<file path="src/rtl/isr_pkg.sv">
// isr_pkg: types, section codes and size constants for the image section router
// used by isr_parser and ines_image_section_router; no dependencies
package isr_pkg;

  localparam int unsigned HEADER_BYTES   = 16;
  localparam int unsigned TRAINER_BYTES  = 512;
  localparam int unsigned PRG_UNIT_BYTES = 16384;
  localparam int unsigned CHR_UNIT_BYTES = 8192;
  localparam int unsigned INST_ROM_BYTES = 8192;

  localparam int unsigned SEC_W = 3;
  localparam int unsigned OFF_W = 22;
  localparam int unsigned LEN_W = OFF_W + 1;

  localparam logic [SEC_W-1:0] SEC_HEADER   = 3'd0;
  localparam logic [SEC_W-1:0] SEC_TRAINER  = 3'd1;
  localparam logic [SEC_W-1:0] SEC_PRG      = 3'd2;
  localparam logic [SEC_W-1:0] SEC_CHR      = 3'd3;
  localparam logic [SEC_W-1:0] SEC_INST     = 3'd4;
  localparam logic [SEC_W-1:0] SEC_TRAILING = 3'd5;

  localparam logic [OFF_W-1:0] OFFSET_MAX = {OFF_W{1'b1}};

  localparam logic [OFF_W-1:0] HDR_PRG_OFF  = OFF_W'(4);
  localparam logic [OFF_W-1:0] HDR_CHR_OFF  = OFF_W'(5);
  localparam logic [OFF_W-1:0] HDR_FLG6_OFF = OFF_W'(6);
  localparam logic [OFF_W-1:0] HDR_FLG7_OFF = OFF_W'(7);
  localparam int unsigned      TRAINER_BIT  = 2;
  localparam int unsigned      INST_BIT     = 1;

  typedef struct packed {
    logic [7:0] rom_byte;
    logic       image_start;
  } isr_in_t;

  typedef struct packed {
    logic [SEC_W-1:0] section;
    logic [OFF_W-1:0] section_offset;
    logic [7:0]       byte_out;
    logic [7:0]       prg_banks;
    logic [7:0]       chr_banks;
    logic             trainer_present;
    logic             inst_rom_present;
  } isr_out_t;

  typedef struct packed {
    logic [7:0] prg_banks;
    logic [7:0] chr_banks;
    logic       trainer;
    logic       inst;
  } isr_hdr_t;

  function automatic logic [LEN_W-1:0] section_len(input logic [SEC_W-1:0] sec,
                                                   input isr_hdr_t hdr);
    logic [LEN_W-1:0] len;
    len = '0;
    case (sec)
      SEC_HEADER:  len = LEN_W'(HEADER_BYTES);
      SEC_TRAINER: len = hdr.trainer ? LEN_W'(TRAINER_BYTES) : '0;
      SEC_PRG:     len = LEN_W'(hdr.prg_banks) * LEN_W'(PRG_UNIT_BYTES);
      SEC_CHR:     len = LEN_W'(hdr.chr_banks) * LEN_W'(CHR_UNIT_BYTES);
      SEC_INST:    len = hdr.inst ? LEN_W'(INST_ROM_BYTES) : '0;
      default:     len = '0;
    endcase
    return len;
  endfunction

endpackage

</file>
<file path="src/rtl/isr_parser.sv">
// isr_parser: section/offset tracking and header capture, one byte per step
// depends on isr_pkg
module isr_parser import isr_pkg::*; (
  input  logic     clk_i,
  input  logic     rst_ni,
  input  logic     step_i,
  input  isr_in_t  in_i,
  output isr_out_t res_o
);

  logic [SEC_W-1:0] sec_q, sec_d, sec_base;
  logic [OFF_W-1:0] off_q, off_d, off_base;
  isr_hdr_t         hdr_q, hdr_d, hdr_base;
  logic [LEN_W-1:0] off_inc;
  logic [SEC_W-1:0] sec_next;

  always_comb begin
    if (in_i.image_start) begin
      sec_base = SEC_HEADER;
      off_base = '0;
      hdr_base = '0;
    end else begin
      sec_base = sec_q;
      off_base = off_q;
      hdr_base = hdr_q;
    end

    hdr_d = hdr_base;
    if (sec_base == SEC_HEADER) begin
      case (off_base)
        HDR_PRG_OFF:  hdr_d.prg_banks = in_i.rom_byte;
        HDR_CHR_OFF:  hdr_d.chr_banks = in_i.rom_byte;
        HDR_FLG6_OFF: hdr_d.trainer   = in_i.rom_byte[TRAINER_BIT];
        HDR_FLG7_OFF: hdr_d.inst      = in_i.rom_byte[INST_BIT];
        default: ;
      endcase
    end

    // first non-empty section after the current one
    sec_next = SEC_TRAILING;
    for (int t = int'(SEC_INST); t > int'(SEC_HEADER); t--) begin
      if (SEC_W'(t) > sec_base && section_len(SEC_W'(t), hdr_d) != '0) begin
        sec_next = SEC_W'(t);
      end
    end

    off_inc = LEN_W'(off_base) + LEN_W'(1);
    if (sec_base >= SEC_TRAILING) begin
      sec_d = SEC_TRAILING;
      off_d = (off_base != OFFSET_MAX) ? off_inc[OFF_W-1:0] : off_base;
    end else if (off_inc >= section_len(sec_base, hdr_d)) begin
      sec_d = sec_next;
      off_d = '0;
    end else begin
      sec_d = sec_base;
      off_d = off_inc[OFF_W-1:0];
    end

    res_o.section          = sec_base;
    res_o.section_offset   = off_base;
    res_o.byte_out         = in_i.rom_byte;
    res_o.prg_banks        = hdr_d.prg_banks;
    res_o.chr_banks        = hdr_d.chr_banks;
    res_o.trainer_present  = hdr_d.trainer;
    res_o.inst_rom_present = hdr_d.inst;
  end

  always_ff @(posedge clk_i or negedge rst_ni) begin
    if (!rst_ni) begin
      sec_q <= SEC_HEADER;
      off_q <= '0;
      hdr_q <= '0;
    end else if (step_i) begin
      sec_q <= sec_d;
      off_q <= off_d;
      hdr_q <= hdr_d;
    end
  end

endmodule

</file>
<file path="src/rtl/ines_image_section_router.sv">
// ines_image_section_router: top level with input and result registers
// depends on isr_pkg and isr_parser
//
// Usage: cartridge image bytes enter on in_data_i, one transfer per byte,
// with image_start set on the first byte of each image. Each byte yields
// one result on out_data_o: its section, its offset in that section, the
// byte itself and the header counts and flags captured so far.
// A byte passes the input register and then the result register before it is shown.
// Throughput: one byte per cycle, sustained while out_stall_i is low.
// The input register and the result register each hold one item; a new
// byte is taken while a finished result waits on the output.
// When the receiver stalls, the result register holds, then the input
// register fills and in_stall_o rises until the result is taken.
// Reset clears the valid flags of both registers and the parser state, which
// then equals the state at the start of a fresh image.
module ines_image_section_router import isr_pkg::*; (
  input  logic     clk_i,
  input  logic     rst_ni,
  input  logic     in_valid_i,
  output logic     in_stall_o,
  input  isr_in_t  in_data_i,
  output logic     out_valid_o,
  input  logic     out_stall_i,
  output isr_out_t out_data_o
);

  logic     in_valid_q, in_valid_d;
  isr_in_t  in_data_q;
  logic     out_valid_q, out_valid_d;
  isr_out_t out_data_q;
  isr_out_t res;
  logic     in_xfer, adv;

  assign adv        = in_valid_q && !(out_valid_q && out_stall_i);
  assign in_stall_o = in_valid_q && out_valid_q && out_stall_i;
  assign in_xfer    = in_valid_i && !in_stall_o;

  isr_parser u_parser (
    .clk_i  (clk_i),
    .rst_ni (rst_ni),
    .step_i (adv),
    .in_i   (in_data_q),
    .res_o  (res)
  );

  always_comb begin
    in_valid_d = in_valid_q;
    if (in_xfer) begin
      in_valid_d = 1'b1;
    end else if (adv) begin
      in_valid_d = 1'b0;
    end
    out_valid_d = out_valid_q;
    if (adv) begin
      out_valid_d = 1'b1;
    end else if (!out_stall_i) begin
      out_valid_d = 1'b0;
    end
  end

  always_ff @(posedge clk_i or negedge rst_ni) begin
    if (!rst_ni) begin
      in_valid_q  <= 1'b0;
      out_valid_q <= 1'b0;
    end else begin
      in_valid_q  <= in_valid_d;
      out_valid_q <= out_valid_d;
    end
  end

  always_ff @(posedge clk_i) begin
    if (in_xfer) begin
      in_data_q <= in_data_i;
    end
    if (adv) begin
      out_data_q <= res;
    end
  end

  assign out_valid_o = out_valid_q;
  assign out_data_o  = out_data_q;

  a_hdr_offset: assert property (@(posedge clk_i) disable iff (!rst_ni)
    out_valid_o && out_data_o.section == SEC_HEADER
      |-> out_data_o.section_offset < OFF_W'(HEADER_BYTES))
    else $error("header offset beyond header length");

  a_prg_nonempty: assert property (@(posedge clk_i) disable iff (!rst_ni)
    out_valid_o && out_data_o.section == SEC_PRG |-> out_data_o.prg_banks != 8'd0)
    else $error("prg section with zero bank count");

  a_trainer_flag: assert property (@(posedge clk_i) disable iff (!rst_ni)
    out_valid_o && out_data_o.section == SEC_TRAINER |-> out_data_o.trainer_present)
    else $error("trainer section without trainer flag");

  a_stall_full: assert property (@(posedge clk_i) disable iff (!rst_ni)
    in_stall_o |-> in_valid_q && out_valid_q)
    else $error("input stalled while pipeline has room");

endmodule
</file>
<file path="config.mk">
export PLATFORM = sky130hd
export DESIGN_NAME = ines_image_section_router
export DESIGN_NICKNAME = d
export VERILOG_FILES = /design/src/rtl/isr_pkg.sv /design/src/rtl/isr_parser.sv /design/src/rtl/ines_image_section_router.sv
export SDC_FILE = /design/constraint.sdc
export NUM_CORES = 1
export LEC_CHECK = 0
export ABC_AREA = 1
export BUFFER_PORTS_ARGS = -buffer_cell sky130_fd_sc_hd__buf_2
export CORE_MARGIN = 1
export CORE_UTILIZATION = 53
export DETAILED_ROUTE_END_ITERATION = 8
export GPL_ROUTABILITY_DRIVEN = 0
export PLACE_DENSITY_LB_ADDON = 0.1
export SYNTH_ARGS = -nofsm -noshare
export SYNTH_HDL_FRONTEND = slang
export SYNTH_SLANG_ARGS = --single-unit
export TNS_END_PERCENT = 10
</file>
<file path="constraint.sdc">
create_clock -name clk_i -period 2.85 [get_ports clk_i]
set_input_delay 0.4275 -clock clk_i [delete_from_list [all_inputs] [get_ports clk_i]]
set_output_delay 0.4275 -clock clk_i [all_outputs]
set_load 0.01 [all_outputs]
</file>
==> impl_metrics.py <==
metrics = {
    "die": {
        "die-area_um2": 11300,
        "initial_core_util": 0.553,
        "rows": 37,
        "die_width_um": 106,
        "fp.dieH_um": 106,
        "core_area_um2": 10400,
        "ios": 66,
    },
    "flow_run": {
        "cap_viol_max_count": 0,
    },
    "global_routing": {
        "antenna_found_initial": 0,
        "overflow": 0,
        "first_global_vias": 4865,
        "grt.total_usage": 0.271,
        "grt_first_pass_wirelength_um": 23400,
        "grt_max_degree": 61,
    },
    "power": {
        "pwr-share-seq": 0.412,
        "comb_power_share": 0.363,
        "p_sw_w": 0.00170,
        "p_leak_nw": 3.76,
        "netSwitchingFraction": 0.357,
        "ir_worst_vdd_mv": 0.474,
        "clkPwrFrac": 0.225,
        "power_density_nw_per_um2": 643,
        "p_int_w": 0.00307,
    },
    "drt": {
        "drc_errors": 0,
        "viasPerCell": 5.18,
        "detail_route.wl_per_cell_um": 14.4,
        "drt_iter0_markers": 284,
        "drtAntennaViolNets": 0,
        "drt-total-wl_um": 14300,
        "first_pass_iters": 5,
        "vias": 5132,
    },
    "worst_setup_path": {
        "timing.rr.start": "in_data_q[0]$_DFFE_PP_",
        "cp-start-kind": "flop",
        "crit_path_end_kind": "flop",
        "crit_family": "simple AND/OR/NAND/NOR gates",
        "r2r_cells": 20,
        "arrival_ps": 3570,
        "crit_required_ps": 3120,
        "worst-path-max-fanout": 15,
        "worstPathBufferInverterCount": 2,
        "crit_end": "u_parser.off_q[16]$_DFFE_PN0P_",
        "worstSetupStartpoint": "in_data_q[0]$_DFFE_PP_",
        "crit_chain": "buf_6 -> nor2_4 -> nand2_2 -> buf_4 -> nor3_4 -> nand4_1 -> o21ai_1 -> nand2_1 -> o31ai_1 -> nand3_1 -> ha_1 -> nand4_1 -> nor2_1 -> nand3_1 -> nor2_1 -> nor2_2 -> nand2_4 -> nand2_8 -> nand3b_1 -> a21oi_1",
        "r2r_slack_ps": -440,
        "cp.depth": 20,
        "slowest_stage": "edfxtp_1",
        "crit_type": "reg2reg",
        "slowest_delay_ps": 440,
        "r2r_end": "u_parser.off_q[16]$_DFFE_PN0P_",
    },
    "place": {
        "dp_cells": 973,
        "place_hpwl_um": 10500,
        "io_buffers": 65,
    },
    "logic_synthesis": {
        "ys_seq_area_frac": 0.509,
        "synth_fp_nets": 700,
        "synth_seq_cells": 105,
        "syn_area_per_cell_um2": 8.52,
        "ys_warn_count": 0,
        "synth.distinct_cells": 44,
        "syn-instance-count": 676,
        "syn_area_um2": 5760,
    },
    "timing": {
        "period_share": 1.16,
        "finalSetupTns_ps": -9580,
        "worstMarginPinSlew_ps": 1080,
        "slew_viol_final": 0,
        "finClkSkew_ps": 10.0,
        "period_minus_slack_ps": 3290,
        "finalWorstSetupSlack_ps": -444,
        "holdWs_ps": 196,
        "rsz0062_at_grt": "true",
        "max_freq_mhz": 304,
        "slew_headroom": 0.277,
        "hold_viol_final": 0,
        "finalSetupViolations": 25,
    },
    "clock_tree": {
        "cts.clk_slew.worst_paths_ps": 100,
        "root_buffer": "clkbuf_8",
        "clk_latency_ps": 400,
        "htree_levels": 3,
        "cts.sinks": 105,
        "cts_tree": "built",
        "clock_path_buffers": 2,
        "cts_made_buffers": 9,
        "ctsHoldBuffers": 0,
    },
    "final_layout": {
        "syn_to_final_growth_pct": 28.8,
        "antenna_cells": 0,
        "fin_nets": 874,
        "fillCellCount": 824,
        "stdcell_count": 991,
        "final_core_util": 0.712,
        "drive_above_1_share": 0.318,
    },
    "run_status": {
        "status": "finished with violations",
        "violations": "negative setup slack",
    },
    "worst_hold_path": {
        "holdCritPathClass": "in2reg",
    },
}
[placed cells by master, fill, tap and decap left out, drive strengths merged, types with 2 or more instances in the layout]
cell,n
clkbuf,9
nand3,34
o21ai,29
o22ai,10
bufinv,2
dfrtp,45
xor2,8
nand2,173
edfxtp,60
nor2,94
a21oi,26
a21boi,2
a22oi,5
buf,183
nor3,7
o211ai,2
nand3b,12
ha,11
nand4,16
inv,117
[area by class of cell]
cell class,instances,area [um^2],area share
Clock buffer,9,124,0.0167
Clock inverter,7,110,0.0149
Inverter,113,424,0.0572
Multi-Input combinational cell,438,2420,0.326
Sequential cell,105,2930,0.395
Tap cell,136,170,0.0230
Timing Repair Buffer,183,1240,0.167
[power by group through the flow]
stage	Sequential [W]	Combinational (W)	Clock, W
after floorplan	0.00204	0.000898	0
after global placement	0.00199	0.00161	0
after detailed placement	0.00199	0.00165	0
after CTS	0.00196	0.00172	0.00109
after global routing	0.00199	0.00190	0.00115
final	0.00197	0.00173	0.00107
[metal layers]
layer  global-route usage  part of all wire  up-vias  wire [um]
met2                0.422              0.46      199       6500
met1                0.377              0.46     2377       6590
met5                    0                 0        -          0
met3               0.0466             0.064       18        910
met4                0.107             0.018        0        261
li1                     -                 -     2538          -
[cells in the mapped netlist (all sizes together)]
master,n,area share
o211ai,2,0.0026
buf,9,0.014
o21bai,1,0.0013
or2,1,0.0011
ha,11,0.024
a211oi,1,0.0013
xnor2,1,0.0015
nand2,173,0.12
a21o,1,0.0013
edfxtp,60,0.31
clkinv,1,0.00065
o31ai,1,0.0013
nor3,7,0.0078
o21ai,29,0.025
a22oi,5,0.0065
xor2,8,0.012
inv,112,0.073
o22ai,10,0.011
clkbuf,11,0.0072
nor4,1,0.0022
nand4,16,0.018
a21boi,2,0.0026
nor2,94,0.077
dfrtp,45,0.20
o311ai,1,0.0015
and2,1,0.0011
nand3b,12,0.016
a21oi,26,0.023
nand3,34,0.036
[cell families after synthesis]
kind of cell | count (synthesis) | share of synthesized area
DFF | 105 | 0.509
AOI/OAI and AO/OA | 79 | 0.0778
buffers and inverters | 133 | 0.0950
xor gates and xnor gates | 9 | 0.0137
adders and majority gates | 11 | 0.0239
and+or+nand+nor | 339 | 0.281
[worst min path at each step]
stage | from | end | slack [ps] | cells after the start
after floorplan | rst_ni | in_valid_q$_DFFE_PN0P_ | 130 | 0
after global placement | in_data_q[8]$_DFFE_PP_ | out_data_o[25]$_DFFE_PP_ | 430 | 0
after detailed placement | in_data_q[1]$_DFFE_PP_ | out_data_o[18]$_DFFE_PP_ | 450 | 0
after CTS | in_data_i[4] | in_data_q[4]$_DFFE_PP_ | 180 | 1
after global routing | in_data_i[6] | in_data_q[6]$_DFFE_PP_ | 180 | 1
final | in_data_i[5] | in_data_q[5]$_DFFE_PP_ | 200 | 1
[worst reg2reg max path, delay by kind of cell (launching register included)]
kind,cells,cell delay (ps)
fa+ha+maj,1,330
simple gates,14,1720
buf+inv,2,320
compound gates,3,350
flops,1,440
[sequential cells by signal (all words and copies together), names as in the netlist]
register and count:
out_data_o 51, u_parser.sec_q 3, u_parser.off_q 22, in_valid_q 1
u_parser.hdr_q 18, out_valid_o 1, in_data_q 9
[repair_timing]
item | CTS | global route
endpoints found under the setup margin | 25 | 25
gates resized for setup | 21 | 8
buffers inserted | 1 | 1
pin swaps | 4 | 2
[metrics by stage]
| step | worst slack, ps | area, um^2 | total power [W] |
|---|---|---|---|
| 6_report | -444 | 7410 | 0.00477 |
| 5_1_grt | -654 | 7410 | 0.00503 |
| 4_1_cts | -435 | 7370 | 0.00477 |
| 3_5_place_dp | -703 | 7050 | 0.00364 |
| 3_3_place_gp | -693 | 7050 | 0.00360 |
| 2_1_floorplan | -148 | 5790 | 0.00294 |
Note: power is estimated with default switching activity, not from simulation.
